==> src/hw/rtl/integer_to_ascii_formatter_defines.svh <==
// Assertion macros of the integer to ASCII formatter RTL, used by ita_back.
// Users must provide clk_i and rst_ni in the including module's scope.
`ifndef INTEGER_TO_ASCII_FORMATTER_DEFINES_SVH
`define INTEGER_TO_ASCII_FORMATTER_DEFINES_SVH

// Checks a property on every rising clock edge outside reset.
`define ITAF_ASSERT(lbl, prop, msg) \
  lbl: assert property (@(posedge clk_i) disable iff (!rst_ni) (prop)) else $error(msg);

// Checks that the antecedent implies the consequent in the same cycle.
`define ITAF_IMPLIES(lbl, ante, cons, msg) \
  `ITAF_ASSERT(lbl, (ante) |-> (cons), msg)

`endif

==> src/hw/rtl/ita_pkg.sv <==
// Shared types, codes and helper functions of the integer to ASCII formatter.
// No dependencies.
`default_nettype none

package ita_pkg;

  localparam logic [2:0] FUNC_SDEC = 3'd0;
  localparam logic [2:0] FUNC_UDEC = 3'd1;
  localparam logic [2:0] FUNC_HEXL = 3'd2;
  localparam logic [2:0] FUNC_HEXU = 3'd3;
  localparam logic [2:0] FUNC_PTR  = 3'd4;

  localparam logic [7:0] ASCII_ZERO  = 8'd48;
  localparam logic [7:0] ASCII_LOWA  = 8'd97;
  localparam logic [7:0] ASCII_UPA   = 8'd65;
  localparam logic [7:0] ASCII_MINUS = 8'd45;

  localparam logic [3:0] CONV_LAST = 4'd15;

  typedef enum logic {
    KIND_DEC,
    KIND_HEX
  } kind_e;

  typedef struct packed {
    kind_e       kind;
    logic        neg;
    logic        upper;
    logic [63:0] data;
  } job_t;

  function automatic logic [39:0] dabble_bit(logic [39:0] bcd, logic b);
    logic [39:0] adj;
    adj = bcd;
    for (int i = 0; i < 10; i++) begin
      if (adj[i*4 +: 4] >= 4'd5) begin
        adj[i*4 +: 4] = adj[i*4 +: 4] + 4'd3;
      end
    end
    return {adj[38:0], b};
  endfunction

  function automatic logic [39:0] dabble2(logic [39:0] bcd, logic [1:0] b);
    return dabble_bit(dabble_bit(bcd, b[1]), b[0]);
  endfunction

  function automatic logic [4:0] lead_count(logic [63:0] d);
    logic [4:0] n;
    n = 5'd1;
    for (int k = 0; k < 16; k++) begin
      if (d[k*4 +: 4] != 4'd0) begin
        n = 5'(k + 1);
      end
    end
    return n;
  endfunction

  function automatic logic [7:0] nib_char(logic [3:0] d, logic upper);
    logic [7:0] c;
    if (d <= 4'd9) begin
      c = ASCII_ZERO + {4'd0, d};
    end else begin
      c = (upper ? ASCII_UPA : ASCII_LOWA) + {4'd0, d} - 8'd10;
    end
    return c;
  endfunction

endpackage

`default_nettype wire

==> src/hw/rtl/ita_front.sv <==
// Input side of the formatter: accepts items and classifies them into jobs.
// Depends on ita_pkg.
`default_nettype none

module ita_front import ita_pkg::*; (
  input  wire logic        s_axis_tvalid,
  output logic             s_axis_tready,
  input  wire logic [2:0]  s_axis_tuser,  // func
  input  wire logic [63:0] s_axis_tdata,  // value
  input  wire logic        full_i,
  output logic             push_o,
  output job_t             job_o
);

  logic        legal;
  logic [31:0] low;

  assign low           = s_axis_tdata[31:0];
  assign s_axis_tready = !full_i;
  assign push_o        = s_axis_tvalid && !full_i && legal;

  always_comb begin
    legal = 1'b1;
    job_o = '{kind: KIND_HEX, neg: 1'b0, upper: 1'b0, data: {32'd0, low}};
    unique case (s_axis_tuser)
      FUNC_SDEC: begin
        job_o.kind = KIND_DEC;
        job_o.neg  = low[31];
        job_o.data = {32'd0, (low[31] ? (32'd0 - low) : low)};
      end
      FUNC_UDEC: job_o.kind = KIND_DEC;
      FUNC_HEXL: job_o.kind = KIND_HEX;
      FUNC_HEXU: job_o.upper = 1'b1;
      FUNC_PTR:  job_o.data = s_axis_tdata;
      default:   legal = 1'b0;
    endcase
  end

endmodule

`default_nettype wire

==> src/hw/rtl/ita_queue.sv <==
// Two-entry job queue between the front and back parts of the formatter.
// Depends on ita_pkg.
`default_nettype none

module ita_queue import ita_pkg::*; (
  input  wire logic clk_i,
  input  wire logic rst_ni,
  input  wire logic push_i,
  input  wire job_t push_data_i,
  output logic      full_o,
  input  wire logic pop_i,
  output job_t      pop_data_o,
  output logic      empty_o
);

  job_t       mem_q [2];
  logic       wr_ptr_q, rd_ptr_q;
  logic [1:0] cnt_q;

  assign full_o     = cnt_q == 2'd2;
  assign empty_o    = cnt_q == 2'd0;
  assign pop_data_o = mem_q[rd_ptr_q];

  always_ff @(posedge clk_i or negedge rst_ni) begin
    if (!rst_ni) begin
      wr_ptr_q <= 1'b0;
      rd_ptr_q <= 1'b0;
      cnt_q    <= 2'd0;
    end else begin
      if (push_i) begin
        wr_ptr_q <= !wr_ptr_q;
      end
      if (pop_i) begin
        rd_ptr_q <= !rd_ptr_q;
      end
      cnt_q <= cnt_q + {1'b0, push_i} - {1'b0, pop_i};
    end
  end

  always_ff @(posedge clk_i) begin
    if (push_i) begin
      mem_q[wr_ptr_q] <= push_data_i;
    end
  end

endmodule

`default_nettype wire

==> src/hw/rtl/ita_back.sv <==
// Output side of the formatter: converts one job to digits and sends characters.
// Depends on ita_pkg and integer_to_ascii_formatter_defines.svh.
`default_nettype none
`include "integer_to_ascii_formatter_defines.svh"

module ita_back import ita_pkg::*; (
  input  wire logic        clk_i,
  input  wire logic        rst_ni,
  input  wire logic        empty_i,
  input  wire job_t        job_i,
  output logic             pop_o,
  output logic             m_axis_tvalid,
  input  wire logic        m_axis_tready,
  output logic [15:0]      m_axis_tdata,  // char_out[7:0], text_length[12:8], zero pad
  output logic             m_axis_tlast   // last
);

  typedef enum logic [2:0] {
    S_IDLE,
    S_CONV,
    S_SIZE,
    S_SIGN,
    S_EMIT
  } state_e;

  state_e      state_q;
  logic [63:0] digs_q;
  logic [31:0] bin_q;
  logic [3:0]  cnt_q, idx_q;
  logic [4:0]  len_q, ndig;
  logic        neg_q, upper_q;
  logic        m_valid_q, m_last_q;
  logic [7:0]  m_char_q;
  logic [4:0]  m_len_q;
  logic        emit_ok;
  logic        emit_go;

  assign emit_ok       = !m_valid_q || m_axis_tready;
  assign emit_go       = ((state_q == S_SIGN) || (state_q == S_EMIT)) && emit_ok;
  assign pop_o         = (state_q == S_IDLE) && !empty_i;
  assign ndig          = lead_count(digs_q);
  assign m_axis_tvalid = m_valid_q;
  assign m_axis_tlast  = m_last_q;
  assign m_axis_tdata  = {3'd0, m_len_q, m_char_q};

  always_ff @(posedge clk_i or negedge rst_ni) begin
    if (!rst_ni) begin
      state_q   <= S_IDLE;
      digs_q    <= '0;
      bin_q     <= '0;
      cnt_q     <= '0;
      idx_q     <= '0;
      len_q     <= '0;
      neg_q     <= 1'b0;
      upper_q   <= 1'b0;
      m_valid_q <= 1'b0;
      m_last_q  <= 1'b0;
      m_char_q  <= '0;
      m_len_q   <= '0;
    end else begin
      if (emit_go) begin
        m_valid_q <= 1'b1;
      end else if (m_axis_tready) begin
        m_valid_q <= 1'b0;
      end
      unique case (state_q)
        S_IDLE: begin
          if (!empty_i) begin
            neg_q   <= job_i.neg;
            upper_q <= job_i.upper;
            if (job_i.kind == KIND_DEC) begin
              bin_q   <= job_i.data[31:0];
              digs_q  <= '0;
              cnt_q   <= '0;
              state_q <= S_CONV;
            end else begin
              digs_q  <= job_i.data;
              state_q <= S_SIZE;
            end
          end
        end
        S_CONV: begin
          digs_q <= {24'd0, dabble2(digs_q[39:0], bin_q[31:30])};
          bin_q  <= {bin_q[29:0], 2'b00};
          cnt_q  <= cnt_q + 4'd1;
          if (cnt_q == CONV_LAST) begin
            state_q <= S_SIZE;
          end
        end
        S_SIZE: begin
          idx_q   <= 4'(ndig - 5'd1);
          len_q   <= ndig + {4'd0, neg_q};
          state_q <= neg_q ? S_SIGN : S_EMIT;
        end
        S_SIGN: begin
          if (emit_ok) begin
            m_char_q  <= ASCII_MINUS;
            m_last_q  <= 1'b0;
            m_len_q   <= '0;
            state_q   <= S_EMIT;
          end
        end
        S_EMIT: begin
          if (emit_ok) begin
            m_char_q  <= nib_char(digs_q[idx_q*4 +: 4], upper_q);
            m_last_q  <= idx_q == 4'd0;
            m_len_q   <= (idx_q == 4'd0) ? len_q : 5'd0;
            if (idx_q == 4'd0) begin
              state_q <= S_IDLE;
            end else begin
              idx_q <= idx_q - 4'd1;
            end
          end
        end
        default: state_q <= S_IDLE;
      endcase
    end
  end

  `ITAF_IMPLIES(a_last_len, m_valid_q && m_last_q, m_len_q != 5'd0, "last item without length")
  `ITAF_IMPLIES(a_mid_len, m_valid_q && !m_last_q, m_len_q == 5'd0, "length on a middle item")
  `ITAF_IMPLIES(a_sign_neg, state_q == S_SIGN, neg_q, "sign state on a positive number")
  `ITAF_IMPLIES(a_pop_idle, pop_o, state_q == S_IDLE && !empty_i, "job taken while busy")

endmodule

`default_nettype wire

==> src/hw/rtl/integer_to_ascii_formatter.sv <==
// Integer to ASCII formatter: an accepted item is queued, taken by the back end in
// S_IDLE, converted in decimal by 16 double-dabble steps at two bits each (S_CONV),
// sized (S_SIZE) and sent at one character per cycle while the output is not stalled.
// An item occupies the back end until its last character is sent, so the two-entry
// queue lets the input run ahead.
// Reset (rst_ni low, asynchronous) empties the queue and idles the output.
`default_nettype none

module integer_to_ascii_formatter import ita_pkg::*; (
  input  wire logic        clk_i,
  input  wire logic        rst_ni,
  input  wire logic        s_axis_tvalid,
  output logic             s_axis_tready,
  input  wire logic [2:0]  s_axis_tuser,  // func
  input  wire logic [63:0] s_axis_tdata,  // value
  output logic             m_axis_tvalid,
  input  wire logic        m_axis_tready,
  output logic [15:0]      m_axis_tdata,  // char_out[7:0], text_length[12:8], zero pad
  output logic             m_axis_tlast   // last
);

  job_t push_job, pop_job;
  logic push, full, pop, empty;

  ita_front u_front (
    .s_axis_tvalid,
    .s_axis_tready,
    .s_axis_tuser,
    .s_axis_tdata,
    .full_i (full),
    .push_o (push),
    .job_o  (push_job)
  );

  ita_queue u_queue (
    .clk_i,
    .rst_ni,
    .push_i      (push),
    .push_data_i (push_job),
    .full_o      (full),
    .pop_i       (pop),
    .pop_data_o  (pop_job),
    .empty_o     (empty)
  );

  ita_back u_back (
    .clk_i,
    .rst_ni,
    .empty_i (empty),
    .job_i   (pop_job),
    .pop_o   (pop),
    .m_axis_tvalid,
    .m_axis_tready,
    .m_axis_tdata,
    .m_axis_tlast
  );

endmodule

`default_nettype wire
==> config.mk <==
export PLATFORM = sky130hd
export DESIGN_NAME = integer_to_ascii_formatter
export DESIGN_NICKNAME = d
export VERILOG_FILES = /design/src/hw/rtl/ita_pkg.sv /design/src/hw/rtl/ita_front.sv /design/src/hw/rtl/ita_queue.sv /design/src/hw/rtl/ita_back.sv /design/src/hw/rtl/integer_to_ascii_formatter.sv
export VERILOG_INCLUDE_DIRS = /design/src /design/src/hw/rtl
export SDC_FILE = /design/constraint.sdc
export NUM_CORES = 1
export LEC_CHECK = 0
export ABC_AREA = 0
export BUFFER_PORTS_ARGS = -buffer_cell sky130_fd_sc_hd__buf_4
export CAP_MARGIN = 20
export CORE_ASPECT_RATIO = 1.2
export CORE_UTILIZATION = 25
export CTS_BUF_LIST = sky130_fd_sc_hd__clkbuf_8 sky130_fd_sc_hd__clkbuf_16
export CTS_CLUSTER_SIZE = 8
export DETAILED_ROUTE_END_ITERATION = 10
export PLACE_DENSITY = 0.51
export SKIP_CTS_REPAIR_TIMING = 1
export SYNTH_ARGS = -nofsm -noshare
export SYNTH_HDL_FRONTEND = slang
export SYNTH_SLANG_ARGS = --single-unit
==> constraint.sdc <==
create_clock -name clk_i -period 5.5 [get_ports clk_i]
set_input_delay 0.825 -clock clk_i [delete_from_list [all_inputs] [get_ports clk_i]]
set_output_delay 0.825 -clock clk_i [all_outputs]
set_load 0.01 [all_outputs]
==> results of run 1 <==
placed cells by master, fill, tap and decap left out, types with 24 or more instances in the layout:
master	instances
o21ai_0	140
edfxtp_1	134
dfrtp_1	131
nand2_1	110
mux2i_1	101
buf_4	98
a21oi_1	90
nor2_1	78
inv_1	62
ha_1	53
clkbuf_16	41
and2_1	37
a211oi_1	36
xnor2_1	32
a21o_1	27
nor2b_1	24
per-stage QoR:
stage,hold WS [ps],cell area (sq um),instances,setup slack [ps],util [%]
2_1_floorplan,446.6,14570,1378,1080,-
3_3_place_gp,464.7,15940,2137,2142,27.76
3_5_place_dp,465.9,15950,2138,2121,27.78
4_1_cts,448.7,17090,2200,2108,29.76
5_1_grt,465.0,17110,2201,1889,29.80
6_report,383.0,17110,2201,2061,29.80
registers in the layout, summed over array words and instances, names as in the netlist, 2 cells and up:
| name | count |
|---|---|
| u_queue.mem_q | 134 |
| u_back.digs_q | 64 |
| u_back.bin_q | 32 |
| u_back.m_char_q | 7 |
| u_back.len_q | 5 |
| u_back.m_len_q | 5 |
| u_back.cnt_q | 4 |
| u_back.idx_q | 4 |
| u_back.state_q | 3 |
| u_queue.cnt_q | 2 |
worst paths after layout:
| check | to |
|---|---|
| worst min-delay path | u_back.bin_q[11] |
| min in group clk_i | u_back.bin_q[9] |
| max in group asynchronous | u_queue.rd_ptr_q |
| worst min register to register | u_back.bin_q[9] |
| worst max-delay path | u_back.len_q[3] |
| worst max register to register | u_back.len_q[3] |
worst max-delay path, stage by stage (launching register included):
cell and delay (ps):
dfrtp_1 450, inv_1 90, ha_1 190, or3b_1 400, a2111oi_0 780, o2111ai_1 320
nand3_1 180, nand2_1 60, a21oi_1 210, ha_1 200, o211ai_1 100, xnor2_1 160
o31ai_1 210
cells by family (layout without fill, tap and decap cells):
family	count (synthesis)	count (layout)	synth area share (%)
xor gates and xnor gates	47	47	2.828
muxes	121	121	9.112
other	1	4	0.02576
adders and majority gates	53	53	4.556
buffers and inverters	119	207	3.344
DFF	266	266	50.34
AOI/OAI and AO/OA	385	385	16.26
and+or+nand+nor	383	383	13.53
per-layer routing:
layer | share of wire [%] | global-route usage, % | up-vias
met2 | 50 | 22.95 | 182
met5 | 0 | 0 | -
met4 | 2.3 | 3.923 | 0
met1 | 44 | 15.82 | 5142
li1 | - | - | 5157
met3 | 3.5 | 1.820 | 54
power by group:
part / total [mW] / internal [mW] / switching [mW]
sequential: 3.40 / 2.72 / 0.681
combinational: 5.12 / 2.14 / 2.97
clock: 2.20 / 1.34 / 0.857
final cells by class:
| type | count | area (sq um) |
|---|---|---|
| fillers | 5935 | 40310 |
| clock inverters | 20 | 101.3 |
| inverters | 45 | 168.9 |
| well taps | 735 | 919.6 |
| repair buffers | 100 | 767.0 |
| multi-input cells | 993 | 6782 |
| flip-flops and latches | 266 | 7331 |
| clock buffers | 42 | 1040 |
==> impl_metrics.json, run 1 <==
{
  "synth_area_leaders": "edfxtp_1, dfrtp_1, mux2i_1",
  "grt_usage_pct": 12.82,
  "power.density_nw_per_um2": 626.0,
  "finalSetupTns_ps": 0,
  "critPathLaunchType": "flop",
  "yosysMostFrequentCell": "o21ai_0",
  "antenna_found_initial": 0,
  "drv_slew": 0,
  "insertion_delay_ps": 530,
  "worstSetupEndpointType": "flop",
  "die_w_microns": 222.3,
  "cp_max_fo": 6,
  "drtIter0Drc": 510,
  "synthCells": 1375,
  "drtAntennaViolNets": 0,
  "ys_async_sr_fraction_pct": 49.62,
  "synth_edf_count": 134,
  "reg2regPathDepth": 12,
  "root_buffer": "clkbuf_16",
  "yosysTopAreaCell": "edfxtp_1",
  "grt_max_degree": 93,
  "finalSetupViolCount": 0,
  "diodes": 0,
  "initial_utilization_pct": 25.35,
  "cts_sinks": 266,
  "clk_pin_slew_ps": 50,
  "yosys_most_used_dff": "edfxtp_1",
  "synth_cell_types": 66,
  "synth_commonest_cells": "o21ai_0, edfxtp_1, dfrtp_1",
  "vias_per_cell": 4.786,
  "ys_seq_area_share_pct": 50.34,
  "finalCritPeriodShare_pct": 62.53,
  "yosysWarnings": 0,
  "fp.dieArea_sq_um": 59190,
  "dr.pass1.iters": 5,
  "maxSlewHeadroom_pct": 32.98,
  "cp.arrival_ps": 3870,
  "grt_setup_unrepaired": "false",
  "critPathLaunch": "u_back.digs_q[4]",
  "cts_tree": "yes",
  "dpl.hpwl_mm": 27.56,
  "clockBufferDepth": 3,
  "vias": 10535,
  "drc": 0,
  "finalWorstPathRequiredPeriod_ps": 3439,
  "fin_skew_ps": 16.26,
  "p_leak_nw": 7.032,
  "fmax_mhz": 290.7,
  "worstPathRequired_ps": 5930,
  "wl_mm": 37.80,
  "worst_slew_pin_slew_ps": 1005,
  "overflow": 0,
  "routedWlPerCell_microns": 17.17,
  "total_power_mw": 10.71,
  "path_class": "flop to flop",
  "grt_pass1_vias": 10509,
  "synth.cell_area_sq_um": 14560,
  "grt_pass1_wl_mm": 59.79,
  "area_growth_pct": 17.54,
  "die_h_microns": 266.3,
  "avgSynthCellArea_sq_um": 10.59,
  "r2r_start": "u_back.digs_q[4]",
  "std_cell_rows": 96,
  "cap_violations": 0,
  "gp_congestion": 0.8479,
  "drive_gt1_share_pct": 12.69,
  "synth_top_area_share_pct": 27.65,
  "pin_count": 90,
  "reg2reg_slack_ps": 2060,
  "status": "finished, final reports clean",
  "core_area_sq_um": 57420,
  "hold_class": "input port to async pin",
  "finalHoldViolations": 0,
  "cts.htree.levels": 2,
  "ir_drop_mv": 0.2148,
  "nNetsFinal": 1569,
  "ys_ff_latch": 266,
  "portBuffers": 85,
  "cts_buffers": 39
}
No activity file was read; power rests on OpenSTA's default activity.
==> inputs of run 2 (changes only) <==
==> constraint.sdc (replaced) <==
create_clock -name clk_i -period 3.31 [get_ports clk_i]
set_input_delay 0.4965 -clock clk_i [delete_from_list [all_inputs] [get_ports clk_i]]
set_output_delay 0.4965 -clock clk_i [all_outputs]
set_load 0.01 [all_outputs]
==> impl_metrics.json, run 2 (same netlist as run 1, synthesis figures left out) <==
{
  "status": "finished, violations left",
  "violations": "negative hold slack",
  "grt_max_degree": 69,
  "finalCritPeriodShare_pct": 93.86,
  "finalSetupTns_ps": 0,
  "fmax_mhz": 321.9,
  "cts_tree": "yes",
  "ir_drop_mv": 0.4145,
  "wl_mm": 38.22,
  "area_growth_pct": 18.75,
  "finalSetupViolCount": 0,
  "fin_skew_ps": 12.13,
  "critPathLaunchType": "flop",
  "pin_count": 90,
  "drtIter0Drc": 515,
  "grt_usage_pct": 12.97,
  "fillCellCount": 5931,
  "grt_setup_unrepaired": "false",
  "holdWs_ps": -39.25,
  "reg_top3": "u_queue.mem_q: 134 flops, u_back.digs_q: 64 flops, u_back.bin_q: 32 flops",
  "worstPathRequired_ps": 3730,
  "finalWorstSetupSlack_ps": 203.3,
  "reg2reg_slack_ps": 200,
  "layout_common_cells": "o21ai_0, edfxtp_1, dfrtp_1",
  "worstSetupEndpointType": "flop",
  "clk_pin_slew_ps": 60,
  "root_buffer": "clkbuf_16",
  "vias": 10666,
  "std_cell_rows": 96,
  "core_area_sq_um": 57420,
  "drv_slew": 0,
  "r2r-end": "u_back.idx_q[2]",
  "gp_congestion": 0.8550,
  "initial_utilization_pct": 25.35,
  "largest_reg_flops": 134,
  "grt_pass1_vias": 10471,
  "hold_class": "input port to async pin",
  "dpl.hpwl_mm": 28.10,
  "worst_slew_pin_slew_ps": 989.9,
  "dr.pass1.iters": 5,
  "die_w_microns": 222.3,
  "drtAntennaViolNets": 0,
  "power.density_nw_per_um2": 1037,
  "die_h_microns": 266.3,
  "mostFrequentLayoutCell": "o21ai_0",
  "insertion_delay_ps": 530,
  "grt_pass1_wl_mm": 60.53,
  "finalWorstPathRequiredPeriod_ps": 3107,
  "diodes": 0,
  "drc": 0,
  "overflow": 0,
  "portBuffers": 85,
  "cp_max_fo": 6,
  "cts_buffers": 39,
  "fp.dieArea_sq_um": 59190,
  "drive_gt1_share_pct": 14.26,
  "antenna_found_initial": 0,
  "largest-register": "u_queue.mem_q",
  "cp.arrival_ps": 3530,
  "p_leak_nw": 7.156,
  "routedWlPerCell_microns": 17.15,
  "vias_per_cell": 4.785,
  "cts_sinks": 266,
  "r2r_start": "u_back.digs_q[8]",
  "finalHoldViolations": 20,
  "cts.htree.levels": 2,
  "path_class": "flop to flop",
  "maxSlewHeadroom_pct": 32.12,
  "clockBufferDepth": 3,
  "cap_violations": 0,
  "nNetsFinal": 1594,
  "pre_cts_ws_ps": 175.0,
  "reg2regPathDepth": 12
}
-- run 2: metrics by stage --
stage / utilization (%) / hold WS, ps / total power [mW] / cells / cell area [sq um]
global route: 30.10 / 11.94 / 19.38 / 2229 / 17280
floorplan: - / 200.9 / 11.84 / 1378 / 14570
finish: 30.10 / -39.25 / 17.92 / 2229 / 17280
global placement: 28.15 / 462.5 / 14.18 / 2164 / 16160
detailed placement: 28.15 / 470.3 / 14.39 / 2164 / 16160
CTS: 30.09 / -3.480 / 18.09 / 2229 / 17280
-- run 2: critical path, stage by stage (launching register included) --
cell       delay (ps)
dfrtp_1           470
inv_1             100
ha_1              220
nor3b_1           300
a2111oi_2         120
buf_4             150
o2111ai_1         350
a21oi_1           170
a221oi_1          360
ha_1              260
o21ai_0           100
a22o_1            250
a21o_1            150
-- run 2: area by class of cell --
type / instances / area (sq um) / area share [%]
inverters: 45 / 168.9 / 0.9773
well taps: 735 / 919.6 / 5.321
flip-flops and latches: 266 / 7331 / 42.41
clock inverters: 25 / 113.9 / 0.6587
multi-input cells: 993 / 6783 / 39.24
clock buffers: 40 / 1001 / 5.791
repair buffers: 125 / 967.2 / 5.596
-- run 2: worst max-delay path by stage --
stage                            from                   to  depth (start not counted)
detailed placement   u_back.digs_q[5]      u_back.len_q[3]                         13
floorplan             s_axis_tuser[0]  u_queue.mem_q[0][0]                          3
finish               u_back.digs_q[8]      u_back.idx_q[2]                         12
global placement     u_back.digs_q[5]      u_back.len_q[3]                         13
CTS                  u_back.digs_q[5]      u_back.len_q[3]                         13
global route        u_back.digs_q[32]      u_back.idx_q[2]                         11
-- run 2: per-layer routing --
metal | global-route usage [%] | routed length, microns | up-vias
met5 | 0 | 0 | -
met4 | 4.486 | 972 | 0
met3 | 1.456 | 1121 | 62
met2 | 22.52 | 18910 | 199
met1 | 16.63 | 17210 | 5182
li1 | - | - | 5223
-- run 2: power by group --
part	internal [mW]	total (mW)	leakage [nW]	switching (mW)
Combinational	3.68	8.87	3.63	5.19
Clock	2.16	3.59	0.624	1.44
Sequential	4.51	5.46	2.90	0.947
Total	10.3	17.9	7.16	7.57
==> inputs of run 3 (changes only) <==
--- a/config.mk
+++ b/config.mk
@@ -14,6 +14,7 @@
 export CTS_BUF_LIST = sky130_fd_sc_hd__clkbuf_8 sky130_fd_sc_hd__clkbuf_16
 export CTS_CLUSTER_SIZE = 8
 export DETAILED_ROUTE_END_ITERATION = 10
+export MAX_ROUTING_LAYER = met4
 export PLACE_DENSITY = 0.51
 export SKIP_CTS_REPAIR_TIMING = 1
 export SYNTH_ARGS = -nofsm -noshare
==> impl_metrics.json, run 3 (same netlist as run 1, synthesis figures left out) <==
{
  "status": "finished, violations left",
  "violations": "negative hold slack",
  "critPathLaunchType": "flop",
  "cts.htree.levels": 2,
  "finalSetupTns_ps": 0,
  "path_class": "flop to flop",
  "initial_utilization_pct": 25.35,
  "layout_common_cells": "o21ai_0, edfxtp_1, dfrtp_1",
  "grt_pass1_vias": 10653,
  "largest-register": "u_queue.mem_q",
  "area_growth_pct": 19.16,
  "fin_skew_ps": 12.44,
  "fillCellCount": 5924,
  "cp-endpoint": "u_back.idx_q[2]",
  "std_cell_rows": 96,
  "die_w_microns": 222.3,
  "finalCritPeriodShare_pct": 95.67,
  "routedWlPerCell_microns": 17.01,
  "fp.dieArea_sq_um": 59190,
  "hold_class": "input port to async pin",
  "drtIter0Drc": 583,
  "grt_pass1_wl_mm": 60.34,
  "crit_chain": "nor4_1 -> nand2_1 -> a211oi_1 -> o21a_1 -> a21oi_1 -> ha_1 -> o21ai_0 -> a22o_1 -> a21o_1",
  "cp_max_fo": 4,
  "p_sw_mw": 7.600,
  "fmax_mhz": 315.8,
  "drc": 0,
  "vias": 10637,
  "cts_buffers": 39,
  "combPwrFrac_pct": 49.9,
  "nNetsFinal": 1590,
  "grt_usage_pct": 13.25,
  "cts_sinks": 266,
  "power.share.clock_pct": 20.2,
  "cp.arrival_ps": 3650,
  "r2r_start": "u_back.digs_q[45]",
  "worstSetupEndpointType": "flop",
  "drtAntennaViolNets": 0,
  "reg2regPathDepth": 9,
  "dpl.hpwl_mm": 27.77,
  "power.internal_mw": 10.41,
  "worstPathRequired_ps": 3790,
  "multiInputGateArea_sq_um": 6808,
  "gp_congestion": 0.8613,
  "drive_gt1_share_pct": 14.22,
  "holdWs_ps": -9.481,
  "clk_pin_slew_ps": 60,
  "antenna_found_initial": 0,
  "reg2reg_slack_ps": 140,
  "final_cell_count_no_fill": 2226,
  "die_h_microns": 266.3,
  "root_buffer": "clkbuf_16",
  "pwr-share-seq_pct": 29.9,
  "finalSetupViolCount": 0,
  "cpMaxStageDelayCell": "nor4_1",
  "ir_drop_mv": 0.3584,
  "cts_tree": "yes",
  "swShare_pct": 42.21,
  "core_area_sq_um": 57420,
  "finalWorstPathRequiredPeriod_ps": 3167,
  "crit_path_max_incr_delay_ps": 1070,
  "p_leak_nw": 7.159,
  "insertion_delay_ps": 540,
  "register_area_sq_um": 7331,
  "place_inst": 2160,
  "power.density_nw_per_um2": 1038,
  "critPathLaunch": "u_back.digs_q[45]",
  "portBuffers": 85,
  "drv_slew": 0,
  "overflow": 0,
  "cap_violations": 0,
  "finalHoldViolations": 3,
  "mostFrequentLayoutCell": "o21ai_0",
  "maxSlewHeadroom_pct": 15.00,
  "vias_per_cell": 4.779,
  "clockBufferDepth": 3,
  "grt_setup_unrepaired": "false",
  "reg_top3": "u_queue.mem_q: 134 flops, u_back.digs_q: 64 flops, u_back.bin_q: 32 flops",
  "dr.pass1.iters": 4,
  "largest_reg_flops": 134,
  "pin_count": 90,
  "grt_max_degree": 86,
  "r2r-end": "u_back.idx_q[2]",
  "wl_mm": 37.87,
  "diodes": 0,
  "worst_slew_pin_slew_ps": 1263
}
run 3: worst min path at each step:
stage / cells past startpoint / endpoint / from / slack (ps)
after floorplan: 0 / u_back.bin_q[0] / rst_ni / 200
after global placement: 2 / u_back.bin_q[15] / u_back.bin_q[15] / 460
after detailed placement: 2 / u_back.bin_q[5] / u_back.bin_q[5] / 470
after CTS: 1 / u_back.bin_q[7] / rst_ni / 30
after global routing: 1 / u_back.bin_q[7] / rst_ni / 50
final: 1 / u_back.bin_q[7] / rst_ni / -9
run 3: power groups by stage:
| stage | registers, mW | clock network [mW] | logic, mW |
|---|---|---|---|
| final | 5.39 | 3.63 | 8.99 |
| after global placement | 5.40 | 0 | 8.88 |
| after detailed placement | 5.43 | 0 | 9.03 |
| after floorplan | 5.06 | 0 | 6.78 |
| after CTS | 5.38 | 3.75 | 9.07 |
| after global routing | 5.52 | 3.87 | 10.1 |
run 3: layout make-up:
type / instances / share of cell area [%]
Inverter: 45 / 0.9739
Multi-Input combinational cell: 993 / 39.25
Clock buffer: 40 / 5.706
Sequential cell: 266 / 42.27
Tap cell: 735 / 5.302
Timing Repair Buffer: 121 / 5.692
Clock inverter: 26 / 0.8080
run 3: metal layers:
layer	vias up	GRT usage, %	share of wire, %
met3	69	1.621	2.6
li1	5211	-	-
met4	0	5.255	3.6
met5	-	-	0
met2	182	22.06	49
met1	5175	16.32	45
run 3: through the flow:
step / setup WS (ps) / power (mW) / utilization, % / cell area, sq um / hold WS [ps]
3_3_place_gp: 114.2 / 14.29 / 28.19 / 16180 / 463.1
4_1_cts: 58.48 / 18.20 / 30.15 / 17310 / 33.38
3_5_place_dp: 84.60 / 14.46 / 28.19 / 16180 / 471.0
5_1_grt: 22.59 / 19.53 / 30.21 / 17340 / 46.25
6_report: 143.4 / 18.01 / 30.21 / 17340 / -9.481
2_1_floorplan: 332.9 / 11.84 / - / 14570 / 200.9
run 3: worst max-delay path: cells and delay by family, from the launching register on:
kind,cells,cell delay (ps)
compound gates,6,1280
simple gates,2,1200
flops,1,410
fa+ha+maj,1,220
